<file path="src/rtl/pfm_pkg.sv">
// shared constants and control types for the pcm frame mixdown block
// no dependencies; imported by pfm_dp, pfm_ctrl, pcm_frame_mixdown and the testbench
`default_nettype none

package pfm_pkg;

  localparam int DEF_MAX_CHANNELS  = 8;
  localparam int DEF_FRACTION_BITS = 23;

  localparam int SAMPLE_W   = 32;
  localparam int OUT_W      = 25;
  localparam int OUT_DATA_W = 32;
  localparam int BPS_W      = 3;
  localparam int NCH_W      = 4;
  localparam int NORM_W     = 31;
  localparam int CFG_IDX_W  = 2;
  localparam int CFG_DATA_W = 4;

  localparam logic [CFG_IDX_W-1:0] REG_BYTES_PER_SAMPLE = 2'd0;
  localparam logic [CFG_IDX_W-1:0] REG_NUM_CHANNELS     = 2'd1;

  localparam logic [BPS_W-1:0] BPS_RESET = 3'd2;
  localparam logic [NCH_W-1:0] NCH_RESET = 4'd2;

  typedef struct packed {
    logic acc;   // add the accepted item into the frame sum
    logic prep;  // latch magnitude, sign and divisor, clear the frame sum
    logic step;  // one restoring divide step
    logic load;  // move the signed quotient into the output register
  } pfm_cmd_t;

  typedef struct packed {
    logic last;  // accepted item closes the frame
  } pfm_stat_t;

endpackage

`default_nettype wire

</file>
<file path="src/rtl/pfm_dp.sv">
// datapath: config registers, sample extension, frame accumulator,
// restoring divider and output register; uses pfm_pkg
`default_nettype none

module pfm_dp #(
  parameter int MAX_CHANNELS  = pfm_pkg::DEF_MAX_CHANNELS,
  parameter int FRACTION_BITS = pfm_pkg::DEF_FRACTION_BITS
) (
  input  logic                                  clk,
  input  logic                                  rst_n,
  input  logic                                  cfg_we,
  input  logic [pfm_pkg::CFG_IDX_W-1:0]         cfg_index,
  input  logic [pfm_pkg::CFG_DATA_W-1:0]        cfg_data,
  input  logic [pfm_pkg::SAMPLE_W-1:0]          raw_sample,
  input  pfm_pkg::pfm_cmd_t                     cmd,
  output pfm_pkg::pfm_stat_t                    stat,
  output logic signed [pfm_pkg::OUT_W-1:0]      mono_sample
);
  import pfm_pkg::*;

  localparam int CH_W  = $clog2(MAX_CHANNELS + 1);
  localparam int SUM_W = 33 + $clog2(MAX_CHANNELS);
  localparam int D_W   = NORM_W + CH_W;
  localparam int R_W   = D_W + 1;
  localparam int Q_W   = FRACTION_BITS + 1;

  logic [BPS_W-1:0]        bps_r, bps_nxt;
  logic [NCH_W-1:0]        nch_r, nch_nxt;
  logic [CH_W-1:0]         ch_r, ch_nxt;
  logic signed [SUM_W-1:0] sum_r, sum_nxt;
  logic [D_W-1:0]          d_r, d_nxt;
  logic [R_W-1:0]          rem_r, rem_nxt;
  logic [Q_W-1:0]          q_r, q_nxt;
  logic                    neg_r, neg_nxt;
  logic signed [OUT_W-1:0] mono_r, mono_nxt;

  logic [1:0]              nb_m1;
  logic [CH_W-1:0]         chans;
  logic signed [31:0]      samp;
  logic [NORM_W-1:0]       norm;
  logic [SUM_W-1:0]        mag;
  logic [R_W:0]            diff;
  logic                    ge;
  logic [R_W-1:0]          keep;
  logic signed [Q_W:0]     qs;
  logic                    cfg_hit;

  always_comb begin
    if (bps_r == '0) begin
      nb_m1 = 2'd0;
    end else if (bps_r > 3'd4) begin
      nb_m1 = 2'd3;
    end else begin
      nb_m1 = 2'(bps_r - 3'd1);
    end
    if (nch_r == '0) begin
      chans = CH_W'(1);
    end else if (32'(nch_r) > MAX_CHANNELS) begin
      chans = CH_W'(MAX_CHANNELS);
    end else begin
      chans = CH_W'(nch_r);
    end
  end

  always_comb begin
    case (nb_m1)
      2'd0: begin
        samp = {24'd0, raw_sample[7:0]};
        norm = NORM_W'(255);
      end
      2'd1: begin
        samp = {{16{raw_sample[15]}}, raw_sample[15:0]};
        norm = NORM_W'(32767);
      end
      2'd2: begin
        samp = {{8{raw_sample[23]}}, raw_sample[23:0]};
        norm = NORM_W'(8388607);
      end
      default: begin
        samp = raw_sample;
        norm = {NORM_W{1'b1}};
      end
    endcase
  end

  assign stat.last = ({1'b0, ch_r} + 1'b1) >= {1'b0, chans};
  assign cfg_hit   = cfg_we && (cfg_index == REG_BYTES_PER_SAMPLE ||
                                cfg_index == REG_NUM_CHANNELS);

  assign mag  = sum_r[SUM_W-1] ? SUM_W'(-sum_r) : SUM_W'(sum_r);
  assign diff = {1'b0, rem_r} - {2'b00, d_r};
  assign ge   = !diff[R_W];
  assign keep = ge ? diff[R_W-1:0] : rem_r;
  assign qs   = neg_r ? -signed'({1'b0, q_r}) : signed'({1'b0, q_r});

  always_comb begin
    bps_nxt  = bps_r;
    nch_nxt  = nch_r;
    ch_nxt   = ch_r;
    sum_nxt  = sum_r;
    d_nxt    = d_r;
    rem_nxt  = rem_r;
    q_nxt    = q_r;
    neg_nxt  = neg_r;
    mono_nxt = mono_r;
    if (cmd.acc) begin
      sum_nxt = sum_r + {{(SUM_W-32){samp[31]}}, samp};
      ch_nxt  = stat.last ? '0 : CH_W'(ch_r + 1'b1);
    end
    if (cmd.prep) begin
      neg_nxt = sum_r[SUM_W-1];
      rem_nxt = R_W'(mag);
      d_nxt   = {{CH_W{1'b0}}, norm} * {{NORM_W{1'b0}}, chans};
      q_nxt   = '0;
      sum_nxt = '0;
    end
    if (cmd.step) begin
      rem_nxt = {keep[R_W-2:0], 1'b0};
      q_nxt   = {q_r[Q_W-2:0], ge};
    end
    if (cmd.load) begin
      mono_nxt = OUT_W'(qs);
    end
    if (cfg_we && cfg_index == REG_BYTES_PER_SAMPLE) begin
      bps_nxt = cfg_data[BPS_W-1:0];
    end
    if (cfg_we && cfg_index == REG_NUM_CHANNELS) begin
      nch_nxt = cfg_data[NCH_W-1:0];
    end
    if (cfg_hit) begin
      ch_nxt  = '0;
      sum_nxt = '0;
    end
  end

  always_ff @(posedge clk) begin
    if (!rst_n) begin
      bps_r <= BPS_RESET;
      nch_r <= NCH_RESET;
      ch_r  <= '0;
      sum_r <= '0;
    end else begin
      bps_r <= bps_nxt;
      nch_r <= nch_nxt;
      ch_r  <= ch_nxt;
      sum_r <= sum_nxt;
    end
  end

  always_ff @(posedge clk) begin
    d_r    <= d_nxt;
    rem_r  <= rem_nxt;
    q_r    <= q_nxt;
    neg_r  <= neg_nxt;
    mono_r <= mono_nxt;
  end

  assign mono_sample = mono_r;

endmodule

`default_nettype wire

</file>
<file path="src/rtl/pfm_ctrl.sv">
// controller: accept / prepare / divide / hold sequencer and output valid
// drives datapath commands; uses pfm_pkg
`default_nettype none

module pfm_ctrl #(
  parameter int FRACTION_BITS = pfm_pkg::DEF_FRACTION_BITS
) (
  input  logic               clk,
  input  logic               rst_n,
  input  logic               in_tvalid,
  output logic               in_tready,
  output logic               out_tvalid,
  input  logic               out_tready,
  input  pfm_pkg::pfm_stat_t stat,
  output pfm_pkg::pfm_cmd_t  cmd
);
  import pfm_pkg::*;

  localparam int CNT_W = $clog2(FRACTION_BITS + 1);

  localparam logic [1:0] S_ACC  = 2'd0;
  localparam logic [1:0] S_PREP = 2'd1;
  localparam logic [1:0] S_DIV  = 2'd2;
  localparam logic [1:0] S_HOLD = 2'd3;

  logic [1:0]       state_r, state_nxt;
  logic [CNT_W-1:0] cnt_r, cnt_nxt;
  logic             ovld_r, ovld_nxt;

  assign in_tready  = (state_r == S_ACC);
  assign out_tvalid = ovld_r;

  always_comb begin
    state_nxt = state_r;
    cnt_nxt   = cnt_r;
    ovld_nxt  = ovld_r && !out_tready;
    cmd       = '0;
    case (state_r)
      S_ACC: begin
        if (in_tvalid) begin
          cmd.acc = 1'b1;
          if (stat.last) begin
            state_nxt = S_PREP;
          end
        end
      end
      S_PREP: begin
        cmd.prep  = 1'b1;
        cnt_nxt   = '0;
        state_nxt = S_DIV;
      end
      S_DIV: begin
        cmd.step = 1'b1;
        cnt_nxt  = CNT_W'(cnt_r + 1'b1);
        if (cnt_r == CNT_W'(FRACTION_BITS)) begin
          state_nxt = S_HOLD;
        end
      end
      S_HOLD: begin
        if (!ovld_r || out_tready) begin
          cmd.load  = 1'b1;
          ovld_nxt  = 1'b1;
          state_nxt = S_ACC;
        end
      end
      default: begin
        state_nxt = S_ACC;
      end
    endcase
  end

  always_ff @(posedge clk) begin
    if (!rst_n) begin
      state_r <= S_ACC;
      cnt_r   <= '0;
      ovld_r  <= 1'b0;
    end else begin
      state_r <= state_nxt;
      cnt_r   <= cnt_nxt;
      ovld_r  <= ovld_nxt;
    end
  end

endmodule

`default_nettype wire

</file>
<file path="src/rtl/pcm_frame_mixdown.sv">
// Mixes interleaved PCM channel samples down to one mono value per frame,
// as the truncated frame mean in two's complement with FRACTION_BITS
// fraction bits. Every item that does not close a frame is accepted
// without a stall. The item that closes a frame starts a restoring divide
// of one quotient bit per cycle, so the input stays stalled through the
// prepare step, the divide steps and the hold state until the result is
// loaded into the output register. The result sits in that output
// register and the next frame is gathered while it waits. A config write
// drops any partly gathered frame and is meant for an idle block.
// top level: instantiates pfm_ctrl and pfm_dp; uses pfm_pkg
`default_nettype none

module pcm_frame_mixdown #(
  parameter int MAX_CHANNELS  = pfm_pkg::DEF_MAX_CHANNELS,
  parameter int FRACTION_BITS = pfm_pkg::DEF_FRACTION_BITS
) (
  input  logic                               clk,
  input  logic                               rst_n,
  input  logic                               in_tvalid,
  output logic                               in_tready,
  input  logic [pfm_pkg::SAMPLE_W-1:0]       in_tdata,    // [31:0] raw_sample
  output logic                               out_tvalid,
  input  logic                               out_tready,
  output logic [pfm_pkg::OUT_DATA_W-1:0]     out_tdata,   // [24:0] mono_sample, rest zero
  input  logic                               cfg_valid,
  output logic                               cfg_ready,
  input  logic [pfm_pkg::CFG_IDX_W-1:0]      cfg_index,
  input  logic [pfm_pkg::CFG_DATA_W-1:0]     cfg_data
);
  import pfm_pkg::*;

  pfm_cmd_t                cmd;
  pfm_stat_t               stat;
  logic signed [OUT_W-1:0] mono_sample;

  assign cfg_ready = 1'b1;
  assign out_tdata = {{(OUT_DATA_W-OUT_W){1'b0}}, mono_sample};

  pfm_ctrl #(
    .FRACTION_BITS(FRACTION_BITS)
  ) u_ctrl (
    .clk        (clk),
    .rst_n      (rst_n),
    .in_tvalid  (in_tvalid),
    .in_tready  (in_tready),
    .out_tvalid (out_tvalid),
    .out_tready (out_tready),
    .stat       (stat),
    .cmd        (cmd)
  );

  pfm_dp #(
    .MAX_CHANNELS  (MAX_CHANNELS),
    .FRACTION_BITS (FRACTION_BITS)
  ) u_dp (
    .clk         (clk),
    .rst_n       (rst_n),
    .cfg_we      (cfg_valid && cfg_ready),
    .cfg_index   (cfg_index),
    .cfg_data    (cfg_data),
    .raw_sample  (in_tdata),
    .cmd         (cmd),
    .stat        (stat),
    .mono_sample (mono_sample)
  );

endmodule

`default_nettype wire

</file>
<file path="config.mk">
export PLATFORM = sky130hd
export DESIGN_NAME = pcm_frame_mixdown
export DESIGN_NICKNAME = d
export VERILOG_FILES = /design/src/rtl/pfm_pkg.sv /design/src/rtl/pfm_dp.sv /design/src/rtl/pfm_ctrl.sv /design/src/rtl/pcm_frame_mixdown.sv
export SDC_FILE = /design/constraint.sdc
export NUM_CORES = 1
export LEC_CHECK = 0
export BUFFER_PORTS_ARGS = -buffer_cell sky130_fd_sc_hd__buf_4
export CAP_MARGIN = 20
export CORE_ASPECT_RATIO = 0.75
export CORE_MARGIN = 3
export CORE_UTILIZATION = 40
export DETAILED_ROUTE_END_ITERATION = 12
export GPL_ROUTABILITY_DRIVEN = 0
export PLACE_DENSITY = 0.54
export SLEW_MARGIN = 20
export SYNTH_ARGS = -nofsm -noshare
export SYNTH_HDL_FRONTEND = slang
export SYNTH_SLANG_ARGS = --single-unit
</file>
<file path="constraint.sdc">
create_clock -name clk -period 7.95 [get_ports clk]
set_input_delay 0 -clock clk [delete_from_list [all_inputs] [get_ports clk]]
set_output_delay 0 -clock clk [all_outputs]
set_load 0.05 [all_outputs]
</file>
==> results.md, run 1 <==
- Worst clock skew: 0.0138 ns
- Comb power frac: 54.3%
- Antenna Violating Nets Remaining: 0
- I/O pins: 78
- Drt first pass iters: 5
- Mapped Cells: 1,561
- Worst VDD drop: 0.000195 V
- Post-Syn Area: 14,000 µm²
- Largest net degree at the start of global routing: 52
- Clock buffer depth: 2
- Fin. max-slew vios: 0
- Worst min path class: primary input to flop
- Tcrit/Tclk final: 65.3%
- Vias in the first global route: 10,800
- Site Rows: 58
- Die Ht: 168 µm
- Cell family with most CP delay: compound AO/OA/AOI/OAI gates
- Final Total Pwr: 5570 µW
- Routed WL per cell: 17.5 µm
- FFs w/ async S/R, synth: 0%
- Antenna cells: 0
- CP startpoint kind: flop
- Syn Area/Cell: 8.98 µm²
- Pint: 3040 µW
- Clock network power share: 16.3%
- Start-to-end type of the worst setup path: flop to flop
- Initial drt markers: 765
- Die X: 222 µm
- Switching Power: 2540 µW
- Hpwl dp: 27,800 µm
- Max Fclk: 193 MHz
- # DRC: 0
- Most used DFF post-synth: edfxtp_1
- Design Area, Final: 15,700 µm²
- CTS Sinks: 176
- Final setup vio count: 0
- Initial Util: 41.2%
- Synth Warn #: 0
- Num CTS Buffers: 17
- Share of the synthesized area in the top cell type: 25.7%
- Port Buffers: 69
- Clock latency at the later pin of the worst-skew pair: 0.46 ns
- Status: completed
- Cell taking the most area after synthesis: edfxtp_1
- CTS Root Cell: clkbuf_16
- Register area share after synthesis: 33.7%
- Crit-path max cell delay: 0.74 ns
- CP Capture Type: flop
- Synth top area cells: edfxtp_1, ha_1, dfxtp_1
- Post-synth cell types: 78
- Measured slew at the worst slew-check pin: 1.07 ns
- Crit-path cells: inv_1, nand2_1, inv_1, ha_1, fa_1, inv_1, fa_1, nor2b_1, o21a_1, o21a_1, o21ai_0, a21oi_1, o41ai_1, a311oi_1, o221ai_1, o31ai_1, xor2_1
- Area grow syn2layout: 12.0%
- Reg power frac: 29.4%
- Most used cell, CP: inv_1
- Worst-path maximum fanout: 7
- DIE AREA: 37,300 µm²
- Final Hold Viols: 0
- Setup TNS: 0 ns
- GR Util All Layers: 19.7%
- Core area: 34,000 µm²
- CP max-delay cell: a311oi_1
- PwrDens: 355 nW/µm²
- Fin crit period: 5.19 ns
- Switch share: 45.5%
- WP buf/inv: 3
- #FFs+latches synth: 176
- Post-DP Area: 14,900 µm²
- Global-route wire length before repair: 59,000 µm
- Routed vias/inst: 5.47
- WL final: 36,400 µm
- Final #Nets: 1,801
- RSZ-0062 raised after global routing: no
- GR Overflow Total: 0
- Initial antenna violation count: 0
- Number of synthesized flops with an enable pin: 120
- Worst-path clk slew: 0.08 ns
- H-tree Lvls: 4
- TritonCTS clock tree: built
- Worst EP required: 8.15 ns
- Vias: 11,400
- Layout cells sized above 1: 8.86%
- Arrival time at the worst endpoint: 5.39 ns
- Relative slew slack: 28.6%
- # resized after CTS: 0
- Max Cap Viol: 0
- Pleak: 0.00682 µW
kinds of logic after synthesis:
logic type | count (synthesis) | share of synthesized area [%]
compound gates | 439 | 20.3
xor+xnor | 140 | 8.75
fa+ha+maj | 145 | 13.9
buf+inv | 166 | 4.86
flops | 176 | 33.7
mux | 33 | 2.37
other cells | 2 | 0.0536
simple gates | 460 | 16.1
what timing repair did:
| action | in CTS | in global routing |
|---|---|---|
| hold endpoints to repair | 14 | 0 |
| setup buffers | 0 | 0 |
| hold buffers | 15 | 0 |
power by group through the flow:
stage / sequential, µW / combinational (µW) / clock, µW
floorplan: 1590 / 2310 / 0
global placement: 1650 / 2980 / 0
detailed placement: 1660 / 3000 / 0
CTS: 1640 / 3020 / 932
global route: 1680 / 3380 / 967
finish: 1640 / 3030 / 908
worst reg2reg max path, delay by kind of cell, from the launching register on:
family          cells  cell delay, ns
compound gates      8            2.23
flops               1            0.47
simple gates        2            0.37
buf+inv             3            0.37
xor+xnor            1            0.10
fa+ha+maj           3            1.39
Yosys cell counts, types with 13 or more instances:
cell type / number
nand2_1: 158
ha_1: 127
a21oi_1: 120
edfxtp_1: 120
nor2_1: 101
inv_1: 98
o21ai_0: 82
xnor2_1: 80
a21o_1: 64
xor2_1: 60
dfxtp_1: 56
clkbuf_1: 51
and2_1: 37
mux2i_1: 31
o31ai_1: 24
nand3_1: 23
o22ai_1: 22
nor3_1: 21
nor2b_1: 19
o21a_1: 19
fa_1: 18
nand4_1: 18
a31oi_1: 16
or2_2: 14
nand2b_1: 13
o41ai_1: 13
worst paths after layout:
kind | cells past startpoint | end | slack, ns | startpoint
min reg2reg | 2 | u_dp.sum_r[15]$_SDFFE_PP0P_ | 0.51 | u_dp.sum_r[15]$_SDFFE_PP0P_
max | 17 | u_dp.d_r[34]$_DFFE_PP_ | 2.76 | u_dp.nch_r[3]$_SDFFE_PN0P_
max reg2reg | 17 | u_dp.d_r[34]$_DFFE_PP_ | 2.76 | u_dp.nch_r[3]$_SDFFE_PN0P_
min | 4 | u_dp.bps_r[2]$_SDFFE_PN0P_ | 0.04 | cfg_index[1]
cells in the final DEF (no fill, tap or decap), types with 9 or more instances in the layout:
master,instances
a21oi_1,119
fa_1,18
o31ai_1,24
o41ai_1,13
nor2b_1,18
xnor2_1,80
nand3_1,23
o22ai_1,22
ha_1,125
nor2_1,101
inv_1,98
a211oi_1,10
edfxtp_1,120
mux2i_1,31
dlygate4sd3_1,15
or4_1,10
o21bai_1,9
a22oi_1,9
dfxtp_1,56
nand2b_1,13
nand4_1,18
a31oi_1,16
nor3_1,21
and3_1,9
o21a_1,19
or2_2,14
xor2_1,60
nand2_1,158
a21o_1,64
o21ai_0,82
and2_1,37
buf_4,79
clkbuf_16,17
stage by stage:
stage	setup WS, ns	hold WS [ns]	utilization (%)	instances
3_3_place_gp	3.05	0.209	43.8	2029
2_1_floorplan	3.55	0.0619	-	1567
3_5_place_dp	2.84	0.209	43.8	2029
6_report	2.76	0.0437	46.1	2076
5_1_grt	2.31	0.0702	46.1	2076
4_1_cts	2.81	0.00772	46.1	2076
per-layer routing:
layer | track usage (%) | routed length [µm]
met3 | 2.96 | 1680
met2 | 28.1 | 14900
met5 | 0 | 0
met1 | 31.0 | 19400
met4 | 4.20 | 388
final cells by class:
class                           instances  area (µm²)
Clock buffer                           17         425
Clock inverter                         15         219
Fill cell                            3269       18300
Inverter                               99         372
Multi-Input combinational cell       1225        8650
Sequential cell                       176        4720
Tap cell                              450         563
Timing Repair Buffer                   94         743
sequential cells by signal (all words and copies together) (netlist names):
register           cells
u_dp.neg_r             1
u_dp.d_r              35
u_dp.sum_r            36
u_dp.nch_r             4
u_dp.ch_r              4
u_dp.mono_sample      25
u_ctrl.cnt_r           5
u_dp.bps_r             3
u_ctrl.state_r         2
u_dp.rem_r            36
u_ctrl.out_tvalid      1
u_dp.q_r              24
(Power assumes the default switching activity.)
==> inputs of run 2 (changes only) <==
Clock period 7.95 ns to 5.12 ns, I/O delays scaled along.
==> run 2 against run 1 <==
Against the previous run:
- sequential power up 55%
- clock skew grew 0.0011 ns
- largest cell class unchanged
- setup slack worse by 2.4 ns
- maximum frequency rose by 9.8%
- highest routed layer unchanged
- register-to-register slack got worse by 2.4 ns
==> results.md, run 2 (synthesis results as in run 1) <==
- Setup TNS: 0 ns
- Worst VDD drop: 0.000284 V
- CP startpoint kind: flop
- Multi-input gate area: 8660 µm²
- Start-to-end type of the worst setup path: flop to flop
- FILL cells: 3,274
- GR Overflow Total: 0
- RR Startpoint: u_dp.bps_r[0]$_SDFFE_PN0P_
- Drt first pass iters: 5
- Routed WL per cell: 17.6 µm
- Crit-path cells: inv_1, ha_1, a21oi_1, nor2_1, nor2_1, ha_1, a21oi_1, xnor2_1, ha_1, or2_2, ha_1, nand4_1, a21oi_1, o41ai_2, a311oi_1, buf_4, o221ai_1, o31ai_1, xor2_1
- Global-route wire length before repair: 58,400 µm
- RSZ-0062 raised after global routing: no
- TritonCTS clock tree: built
- Site Rows: 58
- Commonest non-fill, non-tap cell in the layout: nand2_1
- # DRC: 0
- Measured slew at the worst slew-check pin: 0.957 ns
- Sequential cell area: 4730 µm²
- DRT met1 WL: 19,500 µm
- Tcrit/Tclk final: 92.3%
- Hpwl dp: 28,100 µm
- Largest net degree at the start of global routing: 39
- Initial antenna violation count: 0
- Final core utilization: 46.2%
- Fin. max-slew vios: 0
- Die X: 222 µm
- R2R cell count: 19
- Vias: 11,300
- GR Util All Layers: 19.5%
- Clock latency at the later pin of the worst-skew pair: 0.45 ns
- Commonest cells after routing, fill and taps aside: nand2_1, ha_1, edfxtp_1
- Most used cell, CP: ha_1
- Final Total Pwr: 8640 µW
- H-tree Lvls: 4
- Clock buffer depth: 2
- DR WL met3: 1520 µm
- Area grow syn2layout: 12.1%
- Antenna Violating Nets Remaining: 0
- Port Buffers: 69
- CP Launch Point: u_dp.bps_r[0]$_SDFFE_PN0P_
- Final setup vio count: 0
- Vias in the first global route: 10,600
- CP max-delay cell: dfxtp_1
- DIE AREA: 37,300 µm²
- PwrDens: 550 nW/µm²
- Worst min path class: primary input to flop
- Worst-path maximum fanout: 8
- Max Fclk: 212 MHz
- CTS Root Cell: clkbuf_16
- Antenna cells: 0
- Arrival time at the worst endpoint: 4.93 ns
- I/O pins: 78
- Initial drt markers: 802
- Fin crit period: 4.73 ns
- Core area: 34,000 µm²
- Largest registers: u_dp.rem_r x36, u_dp.sum_r x36, u_dp.d_r x35
- Hold wc startpoint: cfg_index[1]
- Hold Path Stages: 5
- Worst-path clk slew: 0.08 ns
- Max Cap Viol: 0
- WL final: 36,700 µm
- Layout cells sized above 1: 9.26%
- WL met2: 15,200 µm
- Relative slew slack: 35.4%
- Pleak: 0.00684 µW
- Worst EP required: 5.32 ns
- Final Hold Viols: 0
- Worst clock skew: 0.0149 ns
- Die Ht: 168 µm
- Final #Nets: 1,805
- Highest routed layer: met4
- CTS Sinks: 176
- Num CTS Buffers: 17
- Initial Util: 41.2%
- Status: completed
- Crit-path max cell delay: 0.41 ns
- CP Capture Type: flop
- Routed vias/inst: 5.45
-- run 2: cell count changes in the layout (fill, tap and decap cells not counted), sizes merged --
cell         previous run  this run
buf                    79        84
dlygate4sd3            15        14
-- run 2: stage by stage --
step / area [µm²] / cells / setup WS, ns / hold slack [ns]
floorplan: 14000 / 1567 / 0.724 / 0.0619
global placement: 14900 / 2034 / 0.358 / 0.206
detailed placement: 14900 / 2034 / 0.302 / 0.212
CTS: 15700 / 2080 / 0.271 / 0.0138
global route: 15700 / 2080 / 0.0129 / 0.0925
finish: 15700 / 2080 / 0.392 / 0.0433
-- run 2: final cells by class --
class	instances	area share [%]
sequential	176	30.1
timing repair buffer	98	4.91
clock buffer	17	2.71
clock inverter	15	1.23
multi-input combinational	1225	55.1
tap	450	3.58
inverter	99	2.37
-- run 2: path summary, 6_finish.rpt --
| kind | to | slack (ns) |
|---|---|---|
| hold reg to reg | u_dp.nch_r[0]$_SDFFE_PN0P_ | 0.51 |
| setup / recovery | u_dp.d_r[34]$_DFFE_PP_ | 0.39 |
| setup reg to reg | u_dp.d_r[34]$_DFFE_PP_ | 0.39 |
| hold / removal | u_dp.bps_r[0]$_SDFFE_PN0P_ | 0.04 |
-- run 2: repair_timing --
action	4_1_cts	5_1_grt
setup endpoints to repair	0	5
hold buffers	14	0
buffers inserted	0	0
gates resized for setup	0	4
hold endpoints to repair	14	0
-- run 2: critical path: cells and delay by family, from the launching register on --
| kind | cells | cell delay [ns] |
|---|---|---|
| buffers and inverters | 2 | 0.27 |
| flip-flops | 1 | 0.41 |
| AO/OA/AOI/OAI | 7 | 1.58 |
| AND/OR/NAND/NOR | 4 | 0.74 |
| adder cells (fa/ha/maj) | 4 | 1.28 |
| XOR/XNOR | 2 | 0.22 |
-- run 2: metal layers --
metal,track usage (%),vias up
met5,0,-
met3,3.14,21
met1,30.2,5349
li1,-,5743
met2,28.5,222
met4,3.98,0
-- run 2: report_power, final --
| group | switching [µW] | internal, µW |
|---|---|---|
| clock network | 689 | 674 |
| logic | 2840 | 1890 |
| registers | 395 | 2160 |
| total | 3920 | 4720 |
